## config.mk

```make
export PLATFORM = sky130hd
export DESIGN_NAME = cfar2d_div
export DESIGN_NICKNAME = d
export VERILOG_FILES = /design/src/hdl/cfar_ring_detector_2d_assert.svh /design/src/hdl/cfar2d_div.sv
export SDC_FILE = /design/constraint.sdc
export NUM_CORES = 1
export LEC_CHECK = 0
export ABC_CLOCK_PERIOD_IN_PS = 1700
export BUFFER_PORTS_ARGS = -buffer_cell sky130_fd_sc_hd__clkbuf_2
export CAP_MARGIN = 25
export CORE_MARGIN = 2
export CORE_UTILIZATION = 44
export CTS_BUF_LIST = sky130_fd_sc_hd__clkbuf_2 sky130_fd_sc_hd__clkbuf_4 sky130_fd_sc_hd__clkbuf_8
export CTS_CLUSTER_DIAMETER = 80
export DETAILED_ROUTE_END_ITERATION = 16
export PLACE_DENSITY_LB_ADDON = 0.12
export SLEW_MARGIN = 20
export SYNTH_ARGS = -nofsm -noshare
export SYNTH_HDL_FRONTEND = slang
export SYNTH_SLANG_ARGS = --single-unit
```

## constraint.sdc

```tcl
create_clock -name i_clk -period 1.7 [get_ports i_clk]
set_input_delay 0.085 -clock i_clk [delete_from_list [all_inputs] [get_ports i_clk]]
set_output_delay 0.085 -clock i_clk [all_outputs]
set_load 0.01 [all_outputs]
```

## src/hdl/cfar_ring_detector_2d_assert.svh

```systemverilog
// ----------------------------------------------------------------------------
// CFAR ring detector assertion macros
// Shorthand for the concurrent checks at the end of the top level.
// ----------------------------------------------------------------------------
`ifndef CFAR_RING_DETECTOR_2D_ASSERT_SVH
`define CFAR_RING_DETECTOR_2D_ASSERT_SVH

// The consequent must hold in the same cycle as the antecedent.
`define CFAR2D_ASSERT_IMP(label, clk, rst_n, ante, cons, msg) \
    label: assert property (@(posedge clk) disable iff (!rst_n) (ante) |-> (cons)) \
        else $error(msg);

// The consequent must hold in the cycle after the antecedent.
`define CFAR2D_ASSERT_NXT(label, clk, rst_n, ante, cons, msg) \
    label: assert property (@(posedge clk) disable iff (!rst_n) (ante) |=> (cons)) \
        else $error(msg);

`endif

```

## src/hdl/cfar2d_div.sv

```systemverilog
// ----------------------------------------------------------------------------
// CFAR ring detector divider
// Restoring unsigned divider, one quotient bit per cycle.
// ----------------------------------------------------------------------------
module cfar2d_div #(
    parameter int DW = 8,
    parameter int VW = 4
) (
    input  logic          i_clk,
    input  logic          i_rst_n,
    input  logic          i_start,
    input  logic [DW-1:0] i_dividend,
    input  logic [VW-1:0] i_divisor,
    output logic          o_done,
    output logic [DW-1:0] o_quotient
);
    localparam int CNT_W = $clog2(DW + 1);

    logic [DW-1:0]    r_q;
    logic [VW-1:0]    r_rem;
    logic [VW-1:0]    r_den;
    logic [CNT_W-1:0] r_cnt;
    logic             r_busy;
    logic             r_done;
    logic [VW:0]      c_shift;
    logic [VW:0]      c_diff;
    logic             c_ge;

    // Remainder stays below the divisor, so the shifted value is below twice it.
    assign c_shift = {r_rem, r_q[DW-1]};
    assign c_diff  = c_shift - {1'b0, r_den};
    assign c_ge    = c_shift >= {1'b0, r_den};

    always_ff @(posedge i_clk) begin
        if (!i_rst_n) begin
            r_busy <= 1'b0;
            r_done <= 1'b0;
            r_cnt  <= '0;
        end else begin
            r_done <= 1'b0;
            if (i_start) begin
                r_busy <= 1'b1;
                r_cnt  <= CNT_W'(DW);
            end else if (r_busy) begin
                r_cnt <= r_cnt - 1'b1;
                if (r_cnt == CNT_W'(1)) begin
                    r_busy <= 1'b0;
                    r_done <= 1'b1;
                end
            end
        end
    end

    always_ff @(posedge i_clk) begin
        if (i_start) begin
            r_q   <= i_dividend;
            r_rem <= '0;
            r_den <= i_divisor;
        end else if (r_busy) begin
            r_q   <= {r_q[DW-2:0], c_ge};
            r_rem <= c_ge ? c_diff[VW-1:0] : c_shift[VW-1:0];
        end
    end

    assign o_done     = r_done;
    assign o_quotient = r_q;
endmodule

```

==> impl_metrics.json <==
{
  "outcome": "finished, violations left",
  "violations": "negative setup slack",
  "grt_use_total_pct": 16.41,
  "clockBufferDepth": 2,
  "yosysTopAreaCell": "edfxtp_1",
  "drtAntennaViolNets": 0,
  "viasPerCell": 4.975,
  "coreArea_um2": 2233,
  "r2r-start": "r_den[1]",
  "route.vias.total": 801,
  "gp_congestion": 0.7961,
  "power_density_nw_per_um2": 895.7,
  "synthArstFlopShare_pct": 0,
  "regToRegSetupSlack_ns": -0.11,
  "drive_gt1_share_pct": 47.37,
  "regArea_um2": 560.5,
  "tritoncts": "yes",
  "worst_slew_pin_slew_ns": 0.3450,
  "worstRegToRegCells": 6,
  "area_growth_pct": 35.27,
  "hold_depth": 2,
  "required_ns": 1.78,
  "io_buffers": 23,
  "netlist-cell-type-count": 32,
  "setup_tns_ns": -0.2221,
  "final_core_utilization_pct": 63.81,
  "cts_sinks": 22,
  "finalWorstSetupSlack_ns": -0.1148,
  "syn-cell-area_um2": 1054,
  "seq_area_frac_synth_pct": 53.21,
  "synth_most_common_cell": "edfxtp_1",
  "critPathArrivalTime_ns": 1.89,
  "grt_start_max_net_pins": 17,
  "cts_buffers": 3,
  "critPathMaxFanout": 3,
  "cts_root_buffer": "clkbuf_4",
  "fin_crit_ns": 1.815,
  "synth_area_per_cell_um2": 11.84,
  "critPathLaunchType": "register",
  "ir_drop_mv": 0.5921,
  "finalSetupViolations": 4,
  "synth_top_area_share_pct": 34.20,
  "hold_class": "in2reg",
  "hold_end": "r_busy",
  "worstSetupPathType": "reg2reg",
  "insertion_delay_ns": 0.31,
  "grt_pass1_wl_um": 3201,
  "max_cap_viol_count": 0,
  "end_kind": "register",
  "power_leakage_nw": 0.6265,
  "synth_ff_type": "edfxtp_1",
  "initial_core_util_pct": 47.17,
  "drtPass1Iterations": 3,
  "totalWireLength_um": 1995,
  "synth_edf_count": 12,
  "rr_endpoint": "o_quotient[0]",
  "max_slew_margin_pct": 76.94,
  "fin_skew_ns": 0.01162,
  "ys_seq_elements": 22,
  "finalHoldViolations": 0,
  "cts_max_level": 1,
  "max_freq_ghz": 0.5510,
  "first_iter_violations": 6,
  "remaining_drc_errors": 0,
  "antennaDiodeCount": 0,
  "core.rowCount": 17,
  "maxSlewViolCount": 0,
  "synth.area.top_cells": "edfxtp_1 (34%), dfxtp_1 (19%), mux2_2 (8.6%)",
  "synth_warnings": 0,
  "multi_input_area_um2": 498.0,
  "ys_top_cells_by_count": "edfxtp_1 (12), dfxtp_1 (10), inv_1 (8), mux2_2 (8)",
  "synthesis.instances": 89,
  "post-route-period-util_pct": 106.8,
  "fin_nets": 156,
  "rsz0062_at_grt": "true",
  "grt_antenna_before_repair": 0,
  "syn_nets": 111,
  "die_h_um": 52.93,
  "dp_hpwl_um": 1468,
  "grt_pass1_vias": 765,
  "avgRoutedWirePerCell_um": 12.39,
  "clk_pin_slew_ns": 0.13,
  "fillers": 183,
  "io_pins": 24,
  "die-area_um2": 2802,
  "gr-total-overflow": 0,
  "die_x_um": 52.93,
  "min-delay-start": "i_rst_n"
}
[power breakdown]
part | total, mW | internal [mW] | switching (mW)
combinational | 0.367 | 0.203 | 0.163
sequential | 0.648 | 0.619 | 0.0290
clock | 0.262 | 0.107 | 0.155
[worst max path at each step]
| stage | cells past startpoint | slack [ns] | end | startpoint |
|---|---|---|---|---|
| after global placement | 6 | -0.06 | o_quotient[0] | r_den[2] |
| after CTS | 6 | -0.08 | o_quotient[0] | r_den[1] |
| after floorplan | 6 | -0.07 | o_quotient[0] | r_den[1] |
| after global routing | 6 | -0.15 | o_quotient[0] | r_den[1] |
| final | 6 | -0.11 | o_quotient[0] | r_den[1] |
| after detailed placement | 7 | -0.09 | r_rem[1] | r_den[2] |
[routing by layer]
layer | vias up | global-route usage, % | wire length [µm]
li1 | 410 | - | -
met1 | 380 | 20.44 | 935
met2 | 9 | 25.42 | 978
met3 | 2 | 4.237 | 65
met4 | 0 | 9.829 | 16
met5 | - | 0 | 0
[kinds of logic (layout without fill, tap and decap cells)]
kind of cell / count (synthesis) / count (layout) / share of synthesized area [%]
AND/OR/NAND/NOR: 23 / 23 / 10.81
AO/OA/AOI/OAI: 14 / 14 / 10.81
adder cells (fa/ha/maj): 7 / 7 / 9.026
XOR/XNOR: 4 / 4 / 3.326
buffers and inverters: 11 / 55 / 4.275
flip-flops: 22 / 22 / 53.21
multiplexers: 8 / 8 / 8.551
[cell usage in the layout (no fill, tap or decap), drive strengths merged, types with 3 or more instances in the layout]
cell type,synthesis,routed
nand2,6,6
dfxtp,10,10
edfxtp,12,12
dlygate4sd3,0,4
inv,9,9
buf,2,15
nor2,5,5
clkbuf,0,27
mux2,8,8
ha,6,6
o21ai,3,3
[worst max-delay path: stages (launching register included)]
cell	delay (ns)
edfxtp_1	0.40
inv_2	0.05
ha_4	0.14
or2_4	0.23
o221a_4	0.24
or2_4	0.26
mux2_4	0.26
[cell type report]
cell class | count | share of cell area (%)
Multi-Input combinational cell | 56 | 34.94
Tap cell | 28 | 2.458
Timing Repair Buffer | 42 | 18.79
Inverter | 9 | 2.370
Clock buffer | 4 | 2.107
Sequential cell | 22 | 39.33
[sequential cells by signal, summed over array words and instances, names as in the netlist]
register / cells
o_quotient: 8
r_den: 4
o_done: 1
r_busy: 1
r_cnt: 4
r_rem: 4
[repair_timing]
action                                  CTS  global route
setup buffers                             2             1
hold endpoints to repair                  4             0
hold buffers                              4             0
endpoints found under the setup margin    5             5
resized for setup                         6             5
pin swaps                                 4             3
[through the flow]
| step | worst slack (ns) | std cells | hold WS [ns] | instance area, µm² | power [mW] |
|---|---|---|---|---|---|
| floorplan | -0.07221 | 89 | 0.1839 | 1061 | 0.8456 |
| global placement | -0.06143 | 150 | 0.2624 | 1290 | 0.9740 |
| detailed placement | -0.09243 | 150 | 0.2645 | 1290 | 0.9798 |
| CTS | -0.08290 | 160 | 0.007849 | 1405 | 1.281 |
| global route | -0.1547 | 161 | 0.02009 | 1425 | 1.353 |
| finish | -0.1148 | 161 | 0.02553 | 1425 | 1.276 |
Power figures use the tool's default switching activity.
