===== config.mk =====
export PLATFORM = sky130hd
export DESIGN_NAME = cfar2d_sqrt
export DESIGN_NICKNAME = d
export VERILOG_FILES = /design/src/hdl/cfar_ring_detector_2d_assert.svh /design/src/hdl/cfar2d_sqrt.sv
export SDC_FILE = /design/constraint.sdc
export NUM_CORES = 1
export LEC_CHECK = 0
export BUFFER_PORTS_ARGS = -buffer_cell sky130_fd_sc_hd__buf_2
export CAP_MARGIN = 25
export CORE_ASPECT_RATIO = 2
export CORE_MARGIN = 1
export CORE_UTILIZATION = 46
export DETAILED_ROUTE_END_ITERATION = 12
export PLACE_DENSITY = 0.74
export SYNTH_ARGS = -nofsm -noshare
export SYNTH_HDL_FRONTEND = slang
export SYNTH_SLANG_ARGS = --single-unit
export TNS_END_PERCENT = 5

===== constraint.sdc =====
create_clock -name i_clk -period 4.75 [get_ports i_clk]
set_input_delay 0.95 -clock i_clk [delete_from_list [all_inputs] [get_ports i_clk]]
set_output_delay 0.95 -clock i_clk [all_outputs]
set_load 0.03 [all_outputs]

===== src/hdl/cfar_ring_detector_2d_assert.svh =====
// ----------------------------------------------------------------------------
// CFAR ring detector assertion macros
// Shorthand for the concurrent checks at the end of the top level.
// ----------------------------------------------------------------------------
`ifndef CFAR_RING_DETECTOR_2D_ASSERT_SVH
`define CFAR_RING_DETECTOR_2D_ASSERT_SVH

// The consequent must hold in the same cycle as the antecedent.
`define CFAR2D_ASSERT_IMP(label, clk, rst_n, ante, cons, msg) \
    label: assert property (@(posedge clk) disable iff (!rst_n) (ante) |-> (cons)) \
        else $error(msg);

// The consequent must hold in the cycle after the antecedent.
`define CFAR2D_ASSERT_NXT(label, clk, rst_n, ante, cons, msg) \
    label: assert property (@(posedge clk) disable iff (!rst_n) (ante) |=> (cons)) \
        else $error(msg);

`endif


===== src/hdl/cfar2d_sqrt.sv =====
// ----------------------------------------------------------------------------
// CFAR ring detector square root
// Digit-by-digit integer square root, one result bit per cycle.
// ----------------------------------------------------------------------------
module cfar2d_sqrt #(
    parameter int W = 16
) (
    input  logic           i_clk,
    input  logic           i_rst_n,
    input  logic           i_start,
    input  logic [W-1:0]   i_value,
    output logic           o_done,
    output logic [W/2-1:0] o_root
);
    localparam int CNT_W = $clog2(W / 2 + 1);

    logic [W-1:0]     r_x;
    logic [W-1:0]     r_res;
    logic [W-1:0]     r_probe;
    logic [CNT_W-1:0] r_cnt;
    logic             r_busy;
    logic             r_done;
    logic [W:0]       c_trial;
    logic             c_ge;

    assign c_trial = {1'b0, r_res} + {1'b0, r_probe};
    assign c_ge    = {1'b0, r_x} >= c_trial;

    always_ff @(posedge i_clk) begin
        if (!i_rst_n) begin
            r_busy <= 1'b0;
            r_done <= 1'b0;
            r_cnt  <= '0;
        end else begin
            r_done <= 1'b0;
            if (i_start) begin
                r_busy <= 1'b1;
                r_cnt  <= CNT_W'(W / 2);
            end else if (r_busy) begin
                r_cnt <= r_cnt - 1'b1;
                if (r_cnt == CNT_W'(1)) begin
                    r_busy <= 1'b0;
                    r_done <= 1'b1;
                end
            end
        end
    end

    always_ff @(posedge i_clk) begin
        if (i_start) begin
            r_x     <= i_value;
            r_res   <= '0;
            r_probe <= W'(1) << (W - 2);
        end else if (r_busy) begin
            if (c_ge) begin
                r_x   <= r_x - c_trial[W-1:0];
                r_res <= (r_res >> 1) + r_probe;
            end else begin
                r_res <= r_res >> 1;
            end
            r_probe <= r_probe >> 2;
        end
    end

    assign o_done = r_done;
    assign o_root = r_res[W/2-1:0];
endmodule


==> metrics, run 1 <==
Port Buf Inserts=27; min-delay worst type=reg2reg; Mapped Area=~0.0036 sq mm; fraction of layout cells with a size suffix above 1=0.118; die width=about 65 um; Critical Path, Cell by Cell=ha_1 > a31oi_1 > o21bai_1 > a21oi_1 > o21bai_1 > a31oi_1 > xor2_1 > ha_1 > nand4_2 > or2_1 > o221a_4 > or2_0 > buf_4 > o21ai_1 > buf_4; die height=about 130 um; xor/xnor share of the synthesized area=0.0700; top sig layer=met4; routed vias/inst=around 6.0; Crit Path Category=reg2reg; DP Area=0.00379 sq mm; IO Pins=28; Final min period=4.15 ns; PD cells=between 500 and 600 mW/mm^2; skew final=slightly above 0.009 ns; Clock Path Buffers=2; measured slew at the worst slew-check pin=about 0.58 ns; outcome=finished clean; WP buf/inv=2; Clock Pin Slew Worst Setup and Hold Paths=approximately 0.07 ns; largest net degree at the start of global routing=57; Starting Density=0.477; Max VDD drop=roughly 0.24 mV; Util after Layout=0.517; CP delay by family, top=compound AO/OA/AOI/OAI gates; WL per Instance=roughly 16 um; # hold bufs at CTS=0; synthesized area per cell=~8.7 sq um; Max Freq=0.241 GHz; Post-synth EDFFs=16; Gate Count Post-Synth=approximately 420; via count=3169; max cap viols=0; YS warnings=0; DP HPWL=approximately 6500 um; number of global-route vias before repair=roughly 3200; Lkg Pwr=around 1.5 nW; met3 wire length=about 220 um; drt drc=0; core area=0.00760 sq mm; commonest non-fill, non-tap cell in the layout=nor2_1; initial antenna violation count=0; worst rel slew slack=0.613; crit end category=flop; H-tree levels=2; root buffer cell=clkbuf_16; type of origin of the critical path=flop; Top FF cell, synth=dfxtp_1; Initial DRC Count=137; Final WS setup=around 0.60 ns; Synth Area in Compound Gates=0.248; Final Hold Viols=0; Setup TNS Final=0 ns; wire length on met1=just over 3000 um; CP required=4.73 ns; number of synthesized register bits=46; clock sink count=46; Async S/R FF share, synth=0; syn nets=about 470; Synth Area in Adders=0.130; Seq/Total Area, Yosys=0.298; CTS tree=yes; Setup WS pre-CTS=approximately 0.64 ns; Skew-Pair Late Insertion Delay=about 0.30 ns; largest family of logic cells by synthesized area=compound AO/OA/AOI/OAI gates; RSZ-0062 raised after global routing=false; Placer Congestion=around 0.86; CTS buffer count=5; Design Area, Final=a little under 0.004 sq mm; max-slew violations=0; Fillers=724; post-synthesis mux area share=0.0310; Setup violations, final=0; multi-input logic area=0.00235 sq mm; Syn-to-layout area delta=8.42%; Unique masters post-synth=67; Diodes inserted=0; Final ANT Viol Nets=0; Critical Path Fanout Max=30; CTS resizes=0; WP data arrival=about 4.1 ns; Crit path largest cell delay=around 0.39 ns; fin crit share=0.873; final wirelength=around 8400 um; first-pass GRT wire length=between 10000 and 15000 um; # Post-CTS Setup Buffers=0; Site Rows=45; commonest non-fill, non-tap cells in the layout=42 x nor2_1, 36 x ha_1, 32 x nand2_1; Post-Synth Simple-Gate Area=0.167; Overall Global Routing Usage=0.215; DR WL met2=~4700 um; Final nets=between 400 and 500; Seq. cell area=approximately 0.0011 sq mm; die footprint=between 0.008 and 0.009 sq mm; CP max stage cell=ha_1; first-pass iteration count of the detailed router=4; gr ovfl total=0
## final cells by class
class | instances | area share
Timing Repair Buffer | 33 | 0.0458
Clock buffer | 5 | 0.0318
Inverter | 17 | 0.0162
Tap cell | 94 | 0.0299
Clock inverter | 3 | 0.00477
Multi-Input combinational cell | 328 | 0.597
Sequential cell | 46 | 0.275
## synthesized netlist by cell type, types with 7 or more instances
cell	number	area, sq um
nor2_1	42	158
clkbuf_1	13	48.8
xnor2_1	19	166
dfxtp_1	30	601
nand2_1	32	120
o31ai_1	11	82.6
edfxtp_1	16	480
a21oi_1	18	90.1
buf_4	8	60.1
or4_1	9	67.6
ha_1	36	450
o21ai_0	26	130
mux2i_1	9	90.1
a31oi_1	12	75.1
o21bai_1	7	52.6
a311oi_1	8	70.1
xor2_1	10	87.6
inv_1	17	63.8
## stage by stage
| step | total power [mW] | hold slack (ns) | cells |
|---|---|---|---|
| CTS | 2.10 | 0.506 | 526 |
| global route | 2.26 | 0.562 | 526 |
| global placement | 1.70 | 0.487 | 518 |
| finish | 2.09 | 0.502 | 526 |
| floorplan | 1.49 | 0.469 | 418 |
| detailed placement | 1.74 | 0.496 | 518 |
## worst reg2reg max path, cell delays in order, from the launching register on
cell and delay (ns):
dfxtp_1 0.35, ha_1 0.35, a31oi_1 0.13, o21bai_1 0.37, a21oi_1 0.12, o21bai_1 0.22, a31oi_1 0.14, xor2_1 0.16
ha_1 0.39, nand4_2 0.14, or2_1 0.28, o221a_4 0.37, or2_0 0.26, buf_4 0.16, o21ai_1 0.12, buf_4 0.27
## power by group
part	internal [mW]	switching, mW	total (mW)
combinational	0.467	0.668	1.14
sequential	0.529	0.0719	0.601
clock	0.195	0.160	0.355
total	1.19	0.900	2.09
## sequential cells by signal (all words and copies together) (netlist names)
| name | cells |
|---|---|
| o_done | 1 |
| r_busy | 1 |
| r_res | 16 |
| r_x | 16 |
| r_cnt | 4 |
| r_probe | 8 |
## routing by layer
layer / global-route usage / vias up
li1: - / 1587
met1: 0.214 / 1504
met2: 0.401 / 54
met3: 0.0295 / 24
met4: 0.137 / 0
met5: 0 / -
## path summary, 6_finish.rpt
| path | from | to | slack (ns) | cells after the start |
|---|---|---|---|---|
| hold reg to reg | r_cnt[1] | r_cnt[1] | 0.50 | 2 |
| hold / removal | r_cnt[1] | r_cnt[1] | 0.50 | 2 |
| setup reg to reg | r_res[2] | r_x[14] | 0.60 | 15 |
| setup / recovery | r_res[2] | r_x[14] | 0.60 | 15 |
## cells by family after synthesis
| logic type | Yosys count |
|---|---|
| buffers and inverters | 44 |
| AND/OR/NAND/NOR | 123 |
| AO/OA/AOI/OAI | 128 |
| flip-flops | 46 |
| multiplexers | 11 |
| XOR/XNOR | 29 |
| adder cells (fa/ha/maj) | 37 |
Note: power is estimated with default switching activity, not from simulation.
==> run 2, diff against run 1 <==
--- a/config.mk
+++ b/config.mk
@@ -6,12 +6,14 @@
 export NUM_CORES = 1
 export LEC_CHECK = 0
 export BUFFER_PORTS_ARGS = -buffer_cell sky130_fd_sc_hd__buf_2
-export CAP_MARGIN = 25
+export CAP_MARGIN = 20
+export CELL_PAD_IN_SITES_DETAIL_PLACEMENT = 1
+export CELL_PAD_IN_SITES_GLOBAL_PLACEMENT = 1
 export CORE_ASPECT_RATIO = 2
 export CORE_MARGIN = 1
-export CORE_UTILIZATION = 46
+export CORE_UTILIZATION = 42
 export DETAILED_ROUTE_END_ITERATION = 12
-export PLACE_DENSITY = 0.74
+export PLACE_DENSITY = 0.85
 export SYNTH_ARGS = -nofsm -noshare
 export SYNTH_HDL_FRONTEND = slang
 export SYNTH_SLANG_ARGS = --single-unit
==> run 2 against run 1 <==
  * Highest routed layer unchanged
  * Final cell count up 0.76%
  * Setup slack worse by 0.14 ns
  * Clock skew down 0.0019 ns
  * Sequential share of layout area about the same
  * Critical path depth down 1
  * Largest cell class unchanged
  * Largest power group unchanged
  * Global-route usage up 3.0 points
==> metrics, run 2 (synthesis gave the netlist of run 1 again) <==
Final min period=4.28 ns (+0.136 ns); switching power=0.940 mW (+4.4%); Post-Layout Cell Count=530 (+0.76%); H-tree levels=2 (unchanged); # Post-CTS Setup Buffers=0 (unchanged); IO Pins=28 (unchanged); WP data arrival=4.26 ns (+0.13 ns); # hold bufs at CTS=0 (unchanged); Max Freq=0.233 GHz (-3.2%); die height=133 um (+4.6%); top sig layer=met4; max cap viols=0 (unchanged); Largest regs=r_res (16), r_x (16), r_probe (8); hold_sp=r_cnt[1]; fraction of layout cells with a size suffix above 1=0.118 (unchanged); reg2reg start=r_res[2]; CP max stage cell=ha_1; Design Area, Final=0.00394 sq mm (+0.16%); Crit path largest cell delay=0.42 ns (+0.03 ns); min-delay worst type=reg2reg; Clock Path Buffers=2 (unchanged); Util after Layout=0.472 (-0.0457); Crit Path Category=reg2reg; hold depth=2 (unchanged); WL per Instance=18.8 um (+18%); Logic pwr share=0.547 (+0.004); DP HPWL=7740 um (+20%); PD cells=541 mW/mm^2 (+1.6%); final wirelength=9960 um (+19%); max-slew violations=0 (unchanged); switching share of power=0.442 (+0.0111); Initial DRC Count=167 (+22%); Final ANT Viol Nets=0 (unchanged); Diodes inserted=0 (unchanged); clock network power share=0.169 (about the same); fin crit share=0.902 (+0.0287); number of global-route vias before repair=3557 (+12%); gr ovfl total=0 (unchanged); DR WL met2=5840 um (+25%); Critical Path Start=r_res[2]; r2r setup slk=0.47 ns (-0.14 ns); outcome=finished clean; skew final=0.00726 ns (-0.00194 ns); drt drc=0 (unchanged); first-pass GRT wire length=16800 um (+20%); Max VDD drop=0.209 mV (-14%); die footprint=0.00903 sq mm (+9.3%); Placer Congestion=0.834 (-3.0%); Port Buf Inserts=27 (unchanged); worst r2r path cells=14 (-1); wire length on met1=3590 um (+16%); CP required=4.73 ns (about the same); WP buf/inv=1 (-1); commonest non-fill, non-tap cells in the layout=42 x nor2_1, 36 x ha_1, 32 x nand2_1; DP Area=0.00379 sq mm (+0.13%); Critical Path, Cell by Cell=ha_1 > a31oi_1 > o21bai_1 > a21oi_1 > o21bai_1 > a31oi_1 > xor2_1 > ha_1 > nand4_2 > or2_1 > o221a_4 > or2_0 > o21ai_1 > buf_4; first-pass iteration count of the detailed router=4 (unchanged); Final WS setup=0.466 ns (-0.136 ns); CTS resizes=0 (unchanged); Starting Density=0.434 (-0.0428); Lkg Pwr=1.54 nW (about the same); met3 wire length=158 um (-29%); Clock Pin Slew Worst Setup and Hold Paths=0.07 ns (about the same); routed vias/inst=6.17 (+2.4%); Fillers=1028 (+42%); Syn-to-layout area delta=8.59%; worst rel slew slack=0.599 (-0.0138); Hold EP=r_cnt[1]; root buffer cell=clkbuf_16; CTS tree=yes; RSZ-0062 raised after global routing=false; measured slew at the worst slew-check pin=0.597 ns (+0.0205 ns); initial antenna violation count=0 (unchanged); type of origin of the critical path=flop; Critical Path Fanout Max=30 (unchanged); Final Hold Viols=0 (unchanged); CP delay by family, top=compound AO/OA/AOI/OAI gates; Setup violations, final=0 (unchanged); Overall Global Routing Usage=0.245 (+0.0303); largest net degree at the start of global routing=57 (unchanged); Setup WS pre-CTS=0.499 ns (-0.138 ns); commonest non-fill, non-tap cell in the layout=nor2_1; Site Rows=47 (+4.4%); FF-to-FF End=r_x[14]; part of the power in registers=0.284 (-0.003); cell internal pwr=1.19 mW (-0.20%); crit end category=flop; CTS buffer count=5 (unchanged); placed instance count=522 (+0.77%); die width=67.7 um (+4.5%); via count=3269 (+3.2%); worst hold slack=0.510 ns (+0.00808 ns); Skew-Pair Late Insertion Delay=0.30 ns (about the same); Setup TNS Final=0 ns (unchanged); core area=0.00835 sq mm (+9.9%); clock sink count=46 (unchanged); Final Total Pwr=2.13 mW (+1.8%); Final nets=487 (unchanged)
[run 2: cell count changes in the layout (fill, tap and decap cells not counted)]
cell      change
inv_4         +1
clkinv_2      -1
inv_6         -1
clkinv_4      +1
[run 2: power by group through the flow]
stage	Sequential [mW]	Clock, mW	Combinational [mW]
detailed placement	0.615	0	1.16
floorplan	0.583	0	0.911
finish	0.605	0.359	1.16
global route	0.621	0.380	1.29
global placement	0.608	0	1.10
CTS	0.606	0.366	1.17
[run 2: layer usage]
layer,track usage,up-vias
met5,0,-
met4,0.122,0
met3,0.0265,24
met2,0.465,42
met1,0.246,1613
li1,-,1590
[run 2: area by class of cell]
type | count | area [sq um] | share of cell area
clock inverters | 3 | 20.0 | 0.00508
flip-flops and latches | 46 | 1080 | 0.274
inverters | 17 | 63.8 | 0.0162
repair buffers | 33 | 180 | 0.0457
multi-input cells | 328 | 2350 | 0.596
clock buffers | 5 | 125 | 0.0318
well taps | 98 | 123 | 0.0311
[run 2: how the worst max path moves through the flow]
stage | to | cells past startpoint | slack [ns]
finish | r_x[14] | 14 | 0.47
global route | r_x[14] | 16 | 0.13
CTS | r_x[13] | 16 | 0.46
detailed placement | r_x[15] | 16 | 0.50
global placement | r_x[15] | 16 | 0.65
floorplan | r_x[0] | 14 | 0.13
[run 2: tightest hold or removal path: cells and delay by family (launching register included)]
family,cells,cell delay [ns]
simple gates,1,0.09
flops,1,0.33
compound gates,1,0.05
